<file path="src/rtl/itra_pkg.sv">
// shared types, constants and helpers for the integer to radix text converter
// no dependencies; imported by itra_ctrl, itra_datapath and integer_to_radix_ascii

package itra_pkg;

  localparam int VALUE_BITS_DEF = 32;
  localparam int STEP_BITS      = 8;
  localparam int RADIX_W        = 6;
  localparam int CHAR_W         = 8;

  localparam logic [RADIX_W-1:0] RADIX_MIN   = 6'd2;
  localparam logic [RADIX_W-1:0] RADIX_MAX   = 6'd36;
  localparam logic [RADIX_W-1:0] RADIX_DEC   = 6'd10;
  localparam logic [RADIX_W-1:0] RADIX_RESET = 6'd10;

  localparam logic [RADIX_W-1:0] DIGIT_MAX_DEC = 6'd9;
  localparam logic [CHAR_W-1:0]  DIGIT_TEN     = 8'd10;

  localparam logic [CHAR_W-1:0] CHAR_ZERO    = 8'h30;
  localparam logic [CHAR_W-1:0] CHAR_LOWER_A = 8'h61;
  localparam logic [CHAR_W-1:0] CHAR_MINUS   = 8'h2d;

  // controller to datapath commands
  typedef struct packed {
    logic load;
    logic div_step;
    logic push;
    logic rd;
    logic out_load;
    logic out_sign;
    logic out_last;
  } itra_cmd_t;

  // datapath to controller status
  typedef struct packed {
    logic quo_zero;
    logic negative;
    logic out_free;
  } itra_status_t;

  function automatic logic [CHAR_W-1:0] digit_char(input logic [RADIX_W-1:0] d);
    logic [CHAR_W-1:0] dw;
    dw = CHAR_W'(d);
    if (d > DIGIT_MAX_DEC) begin
      return CHAR_LOWER_A + dw - DIGIT_TEN;
    end
    return CHAR_ZERO + dw;
  endfunction

endpackage

</file>
<file path="src/rtl/itra_datapath.sv">
// datapath: radix register, shift-subtract divider, digit stack and output register
// depends on itra_pkg

module itra_datapath #(
  parameter int VALUE_BITS = itra_pkg::VALUE_BITS_DEF
) (
  input  logic                           clk_i,
  input  logic                           rst_ni,
  input  logic                           cfg_we_i,
  input  logic [itra_pkg::RADIX_W-1:0]   cfg_wdata_i,
  input  logic [VALUE_BITS-1:0]          value_i,
  input  itra_pkg::itra_cmd_t            cmd_i,
  input  logic [$clog2(VALUE_BITS)-1:0]  mem_idx_i,
  output itra_pkg::itra_status_t         status_o,
  input  logic                           out_stall_i,
  output logic                           out_valid_o,
  output logic [itra_pkg::CHAR_W-1:0]    character_o,
  output logic                           last_char_o
);
  import itra_pkg::*;

  localparam int NCYC = (VALUE_BITS + STEP_BITS - 1) / STEP_BITS;
  localparam int PAD  = NCYC * STEP_BITS;

  logic [RADIX_W-1:0]    radix_q;
  logic [RADIX_W-1:0]    base_q;
  logic [RADIX_W-1:0]    base_cl;
  logic                  neg_q;
  logic                  neg_d;
  logic [PAD-1:0]        shreg_q;
  logic [PAD-1:0]        shreg_d;
  logic [RADIX_W-1:0]    rem_q;
  logic [RADIX_W-1:0]    rem_d;
  logic [STEP_BITS-1:0]  quo_bits;
  logic [RADIX_W:0]      rem_w;
  logic [VALUE_BITS-1:0] mag;
  logic [CHAR_W-1:0]     rd_q;
  logic                  out_valid_q;
  logic [CHAR_W-1:0]     char_q;
  logic                  last_q;
  logic [CHAR_W-1:0]     stack_mem [VALUE_BITS];

  // clamp radix into 2..36
  always_comb begin
    base_cl = radix_q;
    if (radix_q < RADIX_MIN) begin
      base_cl = RADIX_MIN;
    end else if (radix_q > RADIX_MAX) begin
      base_cl = RADIX_MAX;
    end
  end

  assign neg_d = (base_cl == RADIX_DEC) && value_i[VALUE_BITS-1];
  assign mag   = neg_d ? (~value_i + 1'b1) : value_i;

  // several restoring steps per cycle on a narrow remainder
  always_comb begin
    rem_w    = {1'b0, rem_q};
    quo_bits = '0;
    for (int i = 0; i < STEP_BITS; i++) begin
      rem_w = {rem_w[RADIX_W-1:0], shreg_q[PAD-1-i]};
      if (rem_w >= {1'b0, base_q}) begin
        rem_w = rem_w - {1'b0, base_q};
        quo_bits[STEP_BITS-1-i] = 1'b1;
      end
    end
    rem_d   = rem_w[RADIX_W-1:0];
    shreg_d = (shreg_q << STEP_BITS) | PAD'(quo_bits);
  end

  always_ff @(posedge clk_i or negedge rst_ni) begin
    if (!rst_ni) begin
      radix_q     <= RADIX_RESET;
      neg_q       <= 1'b0;
      out_valid_q <= 1'b0;
    end else begin
      if (cfg_we_i) begin
        radix_q <= cfg_wdata_i;
      end
      if (cmd_i.load) begin
        neg_q <= neg_d;
      end
      if (cmd_i.out_load) begin
        out_valid_q <= 1'b1;
      end else if (!out_stall_i) begin
        out_valid_q <= 1'b0;
      end
    end
  end

  always_ff @(posedge clk_i) begin
    if (cmd_i.load) begin
      base_q  <= base_cl;
      shreg_q <= PAD'(mag);
      rem_q   <= '0;
    end else if (cmd_i.div_step) begin
      shreg_q <= shreg_d;
      rem_q   <= rem_d;
    end else if (cmd_i.push) begin
      rem_q <= '0;
    end
    if (cmd_i.out_load) begin
      char_q <= cmd_i.out_sign ? CHAR_MINUS : rd_q;
      last_q <= cmd_i.out_last;
    end
  end

  // digit stack
  always_ff @(posedge clk_i) begin
    if (cmd_i.push) begin
      stack_mem[mem_idx_i] <= digit_char(rem_q);
    end
    if (cmd_i.rd) begin
      rd_q <= stack_mem[mem_idx_i];
    end
  end

  assign status_o.quo_zero = (shreg_q == '0);
  assign status_o.negative = neg_q;
  assign status_o.out_free = !out_valid_q || !out_stall_i;

  assign out_valid_o = out_valid_q;
  assign character_o = char_q;
  assign last_char_o = last_q;

endmodule

</file>
<file path="src/rtl/itra_ctrl.sv">
// controller: sequences load, division steps, digit pushes and character output
// depends on itra_pkg

module itra_ctrl #(
  parameter int VALUE_BITS = itra_pkg::VALUE_BITS_DEF
) (
  input  logic                          clk_i,
  input  logic                          rst_ni,
  input  logic                          in_valid_i,
  output logic                          in_stall_o,
  input  itra_pkg::itra_status_t        status_i,
  output itra_pkg::itra_cmd_t           cmd_o,
  output logic [$clog2(VALUE_BITS)-1:0] mem_idx_o
);
  import itra_pkg::*;

  localparam int NCYC   = (VALUE_BITS + STEP_BITS - 1) / STEP_BITS;
  localparam int STEP_W = $clog2(NCYC + 1);
  localparam int CNT_W  = $clog2(VALUE_BITS + 1);
  localparam int IDX_W  = $clog2(VALUE_BITS);

  localparam logic [2:0] S_IDLE = 3'd0;
  localparam logic [2:0] S_DIV  = 3'd1;
  localparam logic [2:0] S_PUSH = 3'd2;
  localparam logic [2:0] S_SIGN = 3'd3;
  localparam logic [2:0] S_READ = 3'd4;
  localparam logic [2:0] S_EMIT = 3'd5;

  logic [2:0]       state_q, state_d;
  logic [STEP_W-1:0] step_q, step_d;
  logic [CNT_W-1:0]  count_q, count_d;
  logic [CNT_W-1:0]  count_m1;

  assign count_m1   = count_q - 1'b1;
  assign in_stall_o = (state_q != S_IDLE);
  assign mem_idx_o  = (state_q == S_PUSH) ? count_q[IDX_W-1:0] : count_m1[IDX_W-1:0];

  always_comb begin
    state_d = state_q;
    step_d  = step_q;
    count_d = count_q;
    cmd_o   = '0;
    case (state_q)
      S_IDLE: begin
        if (in_valid_i) begin
          cmd_o.load = 1'b1;
          step_d     = '0;
          count_d    = '0;
          state_d    = S_DIV;
        end
      end
      S_DIV: begin
        cmd_o.div_step = 1'b1;
        if (step_q == STEP_W'(NCYC - 1)) begin
          step_d  = '0;
          state_d = S_PUSH;
        end else begin
          step_d = step_q + 1'b1;
        end
      end
      S_PUSH: begin
        cmd_o.push = 1'b1;
        count_d    = count_q + 1'b1;
        if (status_i.quo_zero) begin
          state_d = status_i.negative ? S_SIGN : S_READ;
        end else begin
          state_d = S_DIV;
        end
      end
      S_SIGN: begin
        if (status_i.out_free) begin
          cmd_o.out_load = 1'b1;
          cmd_o.out_sign = 1'b1;
          state_d        = S_READ;
        end
      end
      S_READ: begin
        cmd_o.rd = 1'b1;
        state_d  = S_EMIT;
      end
      S_EMIT: begin
        if (status_i.out_free) begin
          cmd_o.out_load = 1'b1;
          cmd_o.out_last = (count_q == CNT_W'(1));
          count_d        = count_m1;
          state_d        = (count_q == CNT_W'(1)) ? S_IDLE : S_READ;
        end
      end
      default: begin
        state_d = S_IDLE;
      end
    endcase
  end

  always_ff @(posedge clk_i or negedge rst_ni) begin
    if (!rst_ni) begin
      state_q <= S_IDLE;
      step_q  <= '0;
      count_q <= '0;
    end else begin
      state_q <= state_d;
      step_q  <= step_d;
      count_q <= count_d;
    end
  end

endmodule

</file>
<file path="src/rtl/integer_to_radix_ascii.sv">
// integer to radix text: one word in, its ascii digits out, most significant first
// sequence: a load, division steps and a push per digit, a '-' beat if negative,
// then a stack read and an emit per character
// throughput: one word at a time; a new word is taken once the last character is loaded
// reset: asynchronous active-low rst_ni; radix returns to ten, controller idles
// depends on itra_pkg, itra_ctrl, itra_datapath

module integer_to_radix_ascii #(
  parameter int VALUE_BITS = itra_pkg::VALUE_BITS_DEF
) (
  input  logic                         clk_i,
  input  logic                         rst_ni,
  // radix register write, no read-back
  input  logic                         cfg_we_i,
  input  logic [itra_pkg::RADIX_W-1:0] cfg_wdata_i,
  // input beat: one word, two's complement in base ten, unsigned in other bases
  input  logic                         in_valid_i,
  output logic                         in_stall_o,
  input  logic [VALUE_BITS-1:0]        value_i,
  // output beat: one character
  output logic                         out_valid_o,
  input  logic                         out_stall_i,
  output logic [itra_pkg::CHAR_W-1:0]  character_o,
  output logic                         last_char_o
);
  import itra_pkg::*;

  itra_cmd_t                     cmd;
  itra_status_t                  status;
  logic [$clog2(VALUE_BITS)-1:0] mem_idx;

  // the controller walks each word through: load (sign fold in base ten),
  // repeated division by the clamped radix with the divider retiring 8
  // quotient bits a cycle, a push of each remainder digit onto the stack
  // until the quotient reaches zero, then an optional '-' beat and a pop of
  // the stack in reverse order; zero falls out as a single '0' digit
  itra_ctrl #(
    .VALUE_BITS (VALUE_BITS)
  ) u_ctrl (
    .clk_i      (clk_i),
    .rst_ni     (rst_ni),
    .in_valid_i (in_valid_i),
    .in_stall_o (in_stall_o),
    .status_i   (status),
    .cmd_o      (cmd),
    .mem_idx_o  (mem_idx)
  );

  // the output register lets the last character of one word wait on the
  // consumer while the next word is already being divided
  itra_datapath #(
    .VALUE_BITS (VALUE_BITS)
  ) u_datapath (
    .clk_i       (clk_i),
    .rst_ni      (rst_ni),
    .cfg_we_i    (cfg_we_i),
    .cfg_wdata_i (cfg_wdata_i),
    .value_i     (value_i),
    .cmd_i       (cmd),
    .mem_idx_i   (mem_idx),
    .status_o    (status),
    .out_stall_i (out_stall_i),
    .out_valid_o (out_valid_o),
    .character_o (character_o),
    .last_char_o (last_char_o)
  );

endmodule

</file>
<file path="config.mk">
export PLATFORM = sky130hd
export DESIGN_NAME = integer_to_radix_ascii
export DESIGN_NICKNAME = d
export VERILOG_FILES = /design/src/rtl/itra_pkg.sv /design/src/rtl/itra_datapath.sv /design/src/rtl/itra_ctrl.sv /design/src/rtl/integer_to_radix_ascii.sv
export SDC_FILE = /design/constraint.sdc
export NUM_CORES = 1
export LEC_CHECK = 0
export ABC_CLOCK_PERIOD_IN_PS = 22000
export BUFFER_PORTS_ARGS = -buffer_cell sky130_fd_sc_hd__buf_2
export CAP_MARGIN = 20
export CORE_MARGIN = 3
export CORE_UTILIZATION = 35
export CTS_CLUSTER_DIAMETER = 120
export DETAILED_ROUTE_END_ITERATION = 10
export GPL_TIMING_DRIVEN = 1
export PLACE_DENSITY = 0.52
export SLEW_MARGIN = 40
export SYNTH_ARGS = -nofsm -noshare
export SYNTH_HDL_FRONTEND = slang
export SYNTH_SLANG_ARGS = --single-unit
</file>
<file path="constraint.sdc">
create_clock -name clk_i -period 22 [get_ports clk_i]
set_input_delay 0 -clock clk_i [delete_from_list [all_inputs] [get_ports clk_i]]
set_output_delay 0 -clock clk_i [all_outputs]
set_load 0.02 [all_outputs]
</file>
==> results of run 1 <==
[worst max-delay path: cells and delay by family, from the launching register on]
kind                       cells  cell delay (ns)
muxes                          7             1.83
DFF                            1             0.72
adders and majority gates      8             2.43
and+or+nand+nor               12             2.32
buffers and inverters          6             0.81
AOI/OAI and AO/OA             39             9.48
[registers in the layout, summed over array words and instances, names as in the netlist]
signal / count
u_ctrl.count_q: 6
u_datapath.neg_q: 1
u_datapath.stack_mem: 256
u_datapath.rd_q: 8
u_datapath.character_o: 8
u_datapath.rem_q: 6
u_datapath.shreg_q: 32
u_datapath.radix_q: 6
u_ctrl.step_q: 3
u_datapath.last_char_o: 1
u_ctrl.state_q: 3
u_datapath.base_q: 6
u_datapath.out_valid_o: 1
[what timing repair did]
action                                 CTS  global route
hold buffers                            50             0
setup buffers                            0             0
setup endpoints to repair                0             0
endpoints found under the hold margin   61             0
[final timing paths]
| kind | end | slack [ns] |
|---|---|---|
| min in group asynchronous | u_datapath.radix_q[1] | 0.50 |
| setup reg to reg | u_datapath.rem_q[5] | 4.24 |
| setup / recovery | u_datapath.rem_q[5] | 4.24 |
| hold / removal | u_datapath.shreg_q[6] | 0.12 |
| hold reg to reg | u_ctrl.count_q[5] | 0.48 |
| max in group asynchronous | u_ctrl.state_q[0] | 21.06 |
[cells by family (layout without fill, tap and decap cells)]
kind of cell    Yosys count  after routing
compound gates          272            272
xor+xnor                 55             55
fa+ha+maj                69             69
buf+inv                 113            243
flops                   337            337
mux                     102            102
simple gates            338            338
[metal layers]
layer  track usage  routed length [um]  up-vias
li1              -                   -     5162
met1         0.222               19400     5529
met2         0.283               21800      244
met3        0.0230                1590       48
met4        0.0373                 681        0
met5             0                   0        -
[final cells by class]
type	instances	area (sq um)
inverters	59	221
flip-flops and latches	337	9960
repair buffers	121	908
clock inverters	19	148
clock buffers	44	931
fillers	4470	28200
well taps	656	821
multi-input cells	836	7020
[synthesized netlist by cell type (all sizes together), types with 9 or more instances]
library cell  instances
inv                  59
nor2                 90
nor4                  9
edfxtp              311
dfrtp                18
or3                   9
nor2b                32
o31ai                15
xor2                 24
nand2                98
o21a                 11
nor3                 15
a31oi                 9
and2                  9
clkbuf               48
and3                  9
ha                   60
nand2b               24
nand3                15
mux4                 64
a221oi               11
o21ai                67
mux2i                21
a22oi                11
a22o                 11
a21oi                50
mux2                 17
nand4                12
a21o                 16
o22ai                10
xnor2                31
[metrics by stage]
| step | hold slack, ns | cell area [sq um] | cells | setup WS, ns | utilization |
|---|---|---|---|---|---|
| finish | 0.121 | 20000 | 2072 | 4.24 | 0.415 |
| detailed placement | -0.0111 | 18400 | 1958 | 4.39 | 0.381 |
| floorplan | -0.296 | 17300 | 1286 | 6.59 | - |
| global route | 0.183 | 20000 | 2072 | 2.87 | 0.415 |
| CTS | 0.144 | 19900 | 2071 | 4.30 | 0.413 |
| global placement | -0.0175 | 18400 | 1958 | 4.77 | 0.380 |
==> out/metrics.yaml, run 1 <==
logic_synthesis:
  synth_fp_nets: 1397
  synthAdderAreaFrac: 0.0533
  synth-compound-area-share: 0.112
  synth_top_family_by_area: "compound AO/OA/AOI/OAI gates"
  yosys_warnings: 0
  synth.top_cell.area_share: 0.541
  ys_async_sr_fraction: 0.0593
  synth-seq-cells: 337
  synth-main-ff-cell: "edfxtp_1"
  yosysSeqAreaShare: 0.577
  synth_area_sq_um: 17300
  synth-edff-count: 311
  yosysUniqueCellTypes: 88
  synthXorXnorAreaFrac: 0.0279
  avgSynthCellArea_sq_um: 13.4
  netlist_instances: 1286
  yosys-top-cells-area: "edfxtp_1 54%, mux4_2 8.3%, ha_1 4.3%, dfrtp_1 2.6%, nand2_1 2.1%"
  yosysTopAreaCell: "edfxtp_1"
  synth.area.mux_share: 0.109
  synth_simple_gate_area_frac: 0.0958
critical_path:
  crit_fanout: 11
  worstSetupPathType: "reg -> reg"
  cp-end-kind: "register"
  cp-start-kind: "register"
  crit_arrival_ns: 18.18
  r2r-start: "u_datapath.base_q[1]"
  reg2regPathDepth: 72
  slowest_delay_ns: 0.72
  worstPathRequired_ns: 22.43
  crit_top_cell: "ha_1"
  crit_path_start: "u_datapath.base_q[1]"
  crit_slowest_cell: "edfxtp_1"
finish:
  syn_to_final_growth_pct: 15.8
  drive_above_1_share: 0.184
  final_common_cell: "edfxtp_1"
  nets: 1502
  insertedDiodeCount: 0
  final_cell_mix: "311 x edfxtp_1, 96 x nand2_1, 77 x nor2_1"
placement:
  hpwl_mm: 29.8
  io_buffers: 53
  gp_congestion: 0.834
floorplan:
  core_sq_um: 48200
  pin_count: 54
  fp.dieH_um: 228
  die_x_um: 228
  initial_core_util: 0.358
  die_area_sq_um: 52100
  rows: 80
route:
  wire_per_inst_um: 21.0
  final_antenna_net_count: 0
  routed_wl_mm: 43.5
  vias_per_cell: 5.30
  drt-pass1-iter-count: 5
  route.detailed.drc: 0
  vias: 10983
  drtIter0Drc: 800
clock_tree:
  cts.sinks: 337
  clkTransAtPathRegs_ns: 0.07
  cts_tree: "built"
  cts_buffers: 36
  htree_levels: 2
  clock_latency_ns: 0.54
  clock_path_buffers: 3
  clk_root_buffer_cell: "clkbuf_16"
  ctsResizeCount: 0
job:
  drv_cap: 0
sta:
  fmax_ghz: 0.0563
  rsz0062_at_grt: "false"
  fin_setup_tns_ns: 0
  clock_skew_ns: 0.0206
  post-route-period-util: 0.807
  tightest_slew_ns: 0.845
  final-hold-violation-count: 0
  maxSlewHeadroom: 0.434
  setup_violations: 0
  period_needed_ns: 17.76
  drv_slew: 0
global_routing:
  grt_max_degree: 59
  antenna_found_initial: 0
  grt_overflow: 0
  grtUsageTotal: 0.165
  grt_pass1_vias: 11042
  grt_pass1_wl_mm: 66.6
status:
  status: "finished clean"
hold_path:
  min_from: "value_i[6]"
  hold_depth: 4
  worstHoldPathType: "in -> reg"
Power of run 1 is not shown: default switching activity piles up to over one toggle a cycle in this logic, so the estimate is an artifact.
==> inputs of run 2 (changes only) <==
--- a/config.mk
+++ b/config.mk
@@ -5,7 +5,7 @@
 export SDC_FILE = /design/constraint.sdc
 export NUM_CORES = 1
 export LEC_CHECK = 0
-export ABC_CLOCK_PERIOD_IN_PS = 22000
+export ABC_CLOCK_PERIOD_IN_PS = 17820
 export BUFFER_PORTS_ARGS = -buffer_cell sky130_fd_sc_hd__buf_2
 export CAP_MARGIN = 20
 export CORE_MARGIN = 3
==> constraint.sdc (replaced) <==
create_clock -name clk_i -period 17.82 [get_ports clk_i]
set_input_delay 0 -clock clk_i [delete_from_list [all_inputs] [get_ports clk_i]]
set_output_delay 0 -clock clk_i [all_outputs]
set_load 0.02 [all_outputs]
==> run 2 against run 1 <==
Net effect: sequential share of layout area down 0.83 points; non-clock buffer count up 16; core utilization up 0.71 points; worst hold slack worse by 0.089 ns; clock skew down 0.0099 ns; die area unchanged; count of clock-buffer cells in the layout down 1; critical endpoint unchanged; largest cell class unchanged.
==> out/metrics.yaml, run 2 (synthesis results as in run 1) <==
status:
  status: "finished clean"
placement:
  hpwl_mm: 30.0  # +0.85%
  gp_congestion: 0.835  # +0.12%
  io_buffers: 53  # unchanged
critical_path:
  crit_slowest_cell: "edfxtp_1"
  cp-end-kind: "register"
  path_delay_family: "compound AO/OA/AOI/OAI gates"
  slowest_delay_ns: 0.61  # -0.11 ns
  worstSetupPathType: "reg -> reg"
  cp-start-kind: "register"
  crit_arrival_ns: 16.78  # -1.40 ns
  crit_buf_inv: 5  # -1
  crit_fanout: 10  # -1
  crit_top_cell: "ha_1"
  r2r_slack_ns: 1.44  # -2.80 ns
  worstPathRequired_ns: 18.22  # -4.21 ns
route:
  met3_length_mm: 1.64  # +3.1%
  routed_wl_mm: 43.7  # +0.58%
  top_layer: "met4"
  route.detailed.drc: 0  # unchanged
  vias_per_cell: 5.25  # -1.0%
  drtIter0Drc: 683  # -15%
  final_antenna_net_count: 0  # unchanged
  vias: 10966  # -0.15%
  drt-pass1-iter-count: 5  # unchanged
  dr_wl_met2_mm: 21.4  # -1.6%
  wl_met1_mm: 19.9  # +2.4%
  wire_per_inst_um: 20.9  # -0.29%
clock_tree:
  clk_root_buffer_cell: "clkbuf_16"
  clock_latency_ns: 0.52  # -0.02 ns
  htree_levels: 2  # unchanged
  clkTransAtPathRegs_ns: 0.06  # about the same
  cts_buffers: 37  # +2.8%
  clock_path_buffers: 3  # unchanged
  cts.sinks: 337  # unchanged
  cts_tree: "built"
sta:
  final-hold-violation-count: 0  # unchanged
  period_needed_ns: 16.38  # -1.38 ns
  tightest_slew_ns: 0.833  # -0.0125 ns
  clock_skew_ns: 0.0108  # -0.00985 ns
  fmax_ghz: 0.0610  # +8.4%
  setup_violations: 0  # unchanged
  maxSlewHeadroom: 0.443  # +0.00837
  drv_slew: 0  # unchanged
  rsz0062_at_grt: "false"
  post-route-period-util: 0.919  # +0.112
  fin_setup_tns_ns: 0  # unchanged
floorplan:
  rows: 80  # unchanged
  core_sq_um: 48200  # unchanged
  pin_count: 54  # unchanged
  die_area_sq_um: 52100  # unchanged
  initial_core_util: 0.358  # unchanged
  die_x_um: 228  # unchanged
  fp.dieH_um: 228  # unchanged
finish:
  fin_util: 0.422  # +0.00711
  drive_above_1_share: 0.209  # +0.0242
  syn_to_final_growth_pct: 17.8
  largest_register_ffs: 256  # unchanged
  regMostFlops: "u_datapath.stack_mem"
  final_common_cell: "edfxtp_1"
  nets: 1519  # +1.1%
  insertedDiodeCount: 0  # unchanged
  reg.largest.list: "u_datapath.stack_mem x256, u_datapath.shreg_q x32"
  final_cell_mix: "311 x edfxtp_1, 96 x nand2_1, 76 x nor2_1"
global_routing:
  antenna_found_initial: 0  # unchanged
  grt_overflow: 0  # unchanged
  grt_pass1_vias: 11003  # -0.35%
  grt_max_degree: 59  # unchanged
  grtUsageTotal: 0.166  # +0.00125
  grt_pass1_wl_mm: 67.0  # +0.48%
job:
  drv_cap: 0  # unchanged
hold_path:
  worstHoldPathType: "in -> reg"
## run 2: changes by cell type in the layout (fill, tap and decap cells not counted), moves of 2 or more
cell,delta
o21ai_0,-2
clkinvlp_4,+3
clkbuf_1,-4
o21ai_2,+2
buf_4,+20
dlygate4sd3_1,-4
clkinv_1,-3
clkbuf_16,+3
bufinv_16,+6
## run 2: worst paths after layout
check | end | from | depth (start not counted)
max | u_datapath.rem_q[5] | u_datapath.base_q[0] | 73
min | u_datapath.shreg_q[29] | value_i[29] | 3
max reg2reg | u_datapath.rem_q[5] | u_datapath.base_q[0] | 73
min reg2reg | u_datapath.character_o[2] | u_datapath.rd_q[2] | 1
max in group asynchronous | u_ctrl.count_q[1] | rst_ni | 4
min in group asynchronous | u_datapath.radix_q[3] | rst_ni | 3
## run 2: layout make-up
| cell class | instances | area [sq um] |
|---|---|---|
| Multi-Input combinational cell | 836 | 7050 |
| Clock buffer | 43 | 991 |
| Timing Repair Buffer | 137 | 1010 |
| Fill cell | 4462 | 27900 |
| Inverter | 59 | 225 |
| Clock inverter | 22 | 295 |
| Tap cell | 656 | 821 |
| Sequential cell | 337 | 9960 |
## run 2: repair_timing
| action | in CTS | in global routing |
|---|---|---|
| hold endpoints to repair | 58 | 0 |
| hold buffers | 46 | 0 |
| gates resized for setup | 0 | 11 |
| buffers inserted | 0 | 16 |
| setup endpoints to repair | 0 | 7 |
## run 2: metal layers
layer,global-route usage,up-vias
met5,0,-
met4,0.0369,0
met3,0.0236,51
met2,0.282,217
met1,0.227,5504
li1,-,5194
## run 2: worst register-to-register path, delay by kind of cell (launching register included)
family / cells / cell delay, ns
flops: 1 / 0.61
mux: 8 / 2.24
buf+inv: 5 / 0.35
fa+ha+maj: 8 / 2.45
compound gates: 39 / 8.51
simple gates: 13 / 2.09
## run 2: per-stage QoR
step,setup WS [ns],cell area [sq um],hold WS (ns),cells
floorplan,2.41,17300,-0.296,1286
global placement,0.823,18400,0.00787,1963
detailed placement,0.416,18400,0.00919,1963
CTS,0.307,20200,0.0141,2074
global route,0.0796,20400,0.0343,2090
finish,1.44,20400,0.0321,2090
Power of run 2 is left out for the same reason.
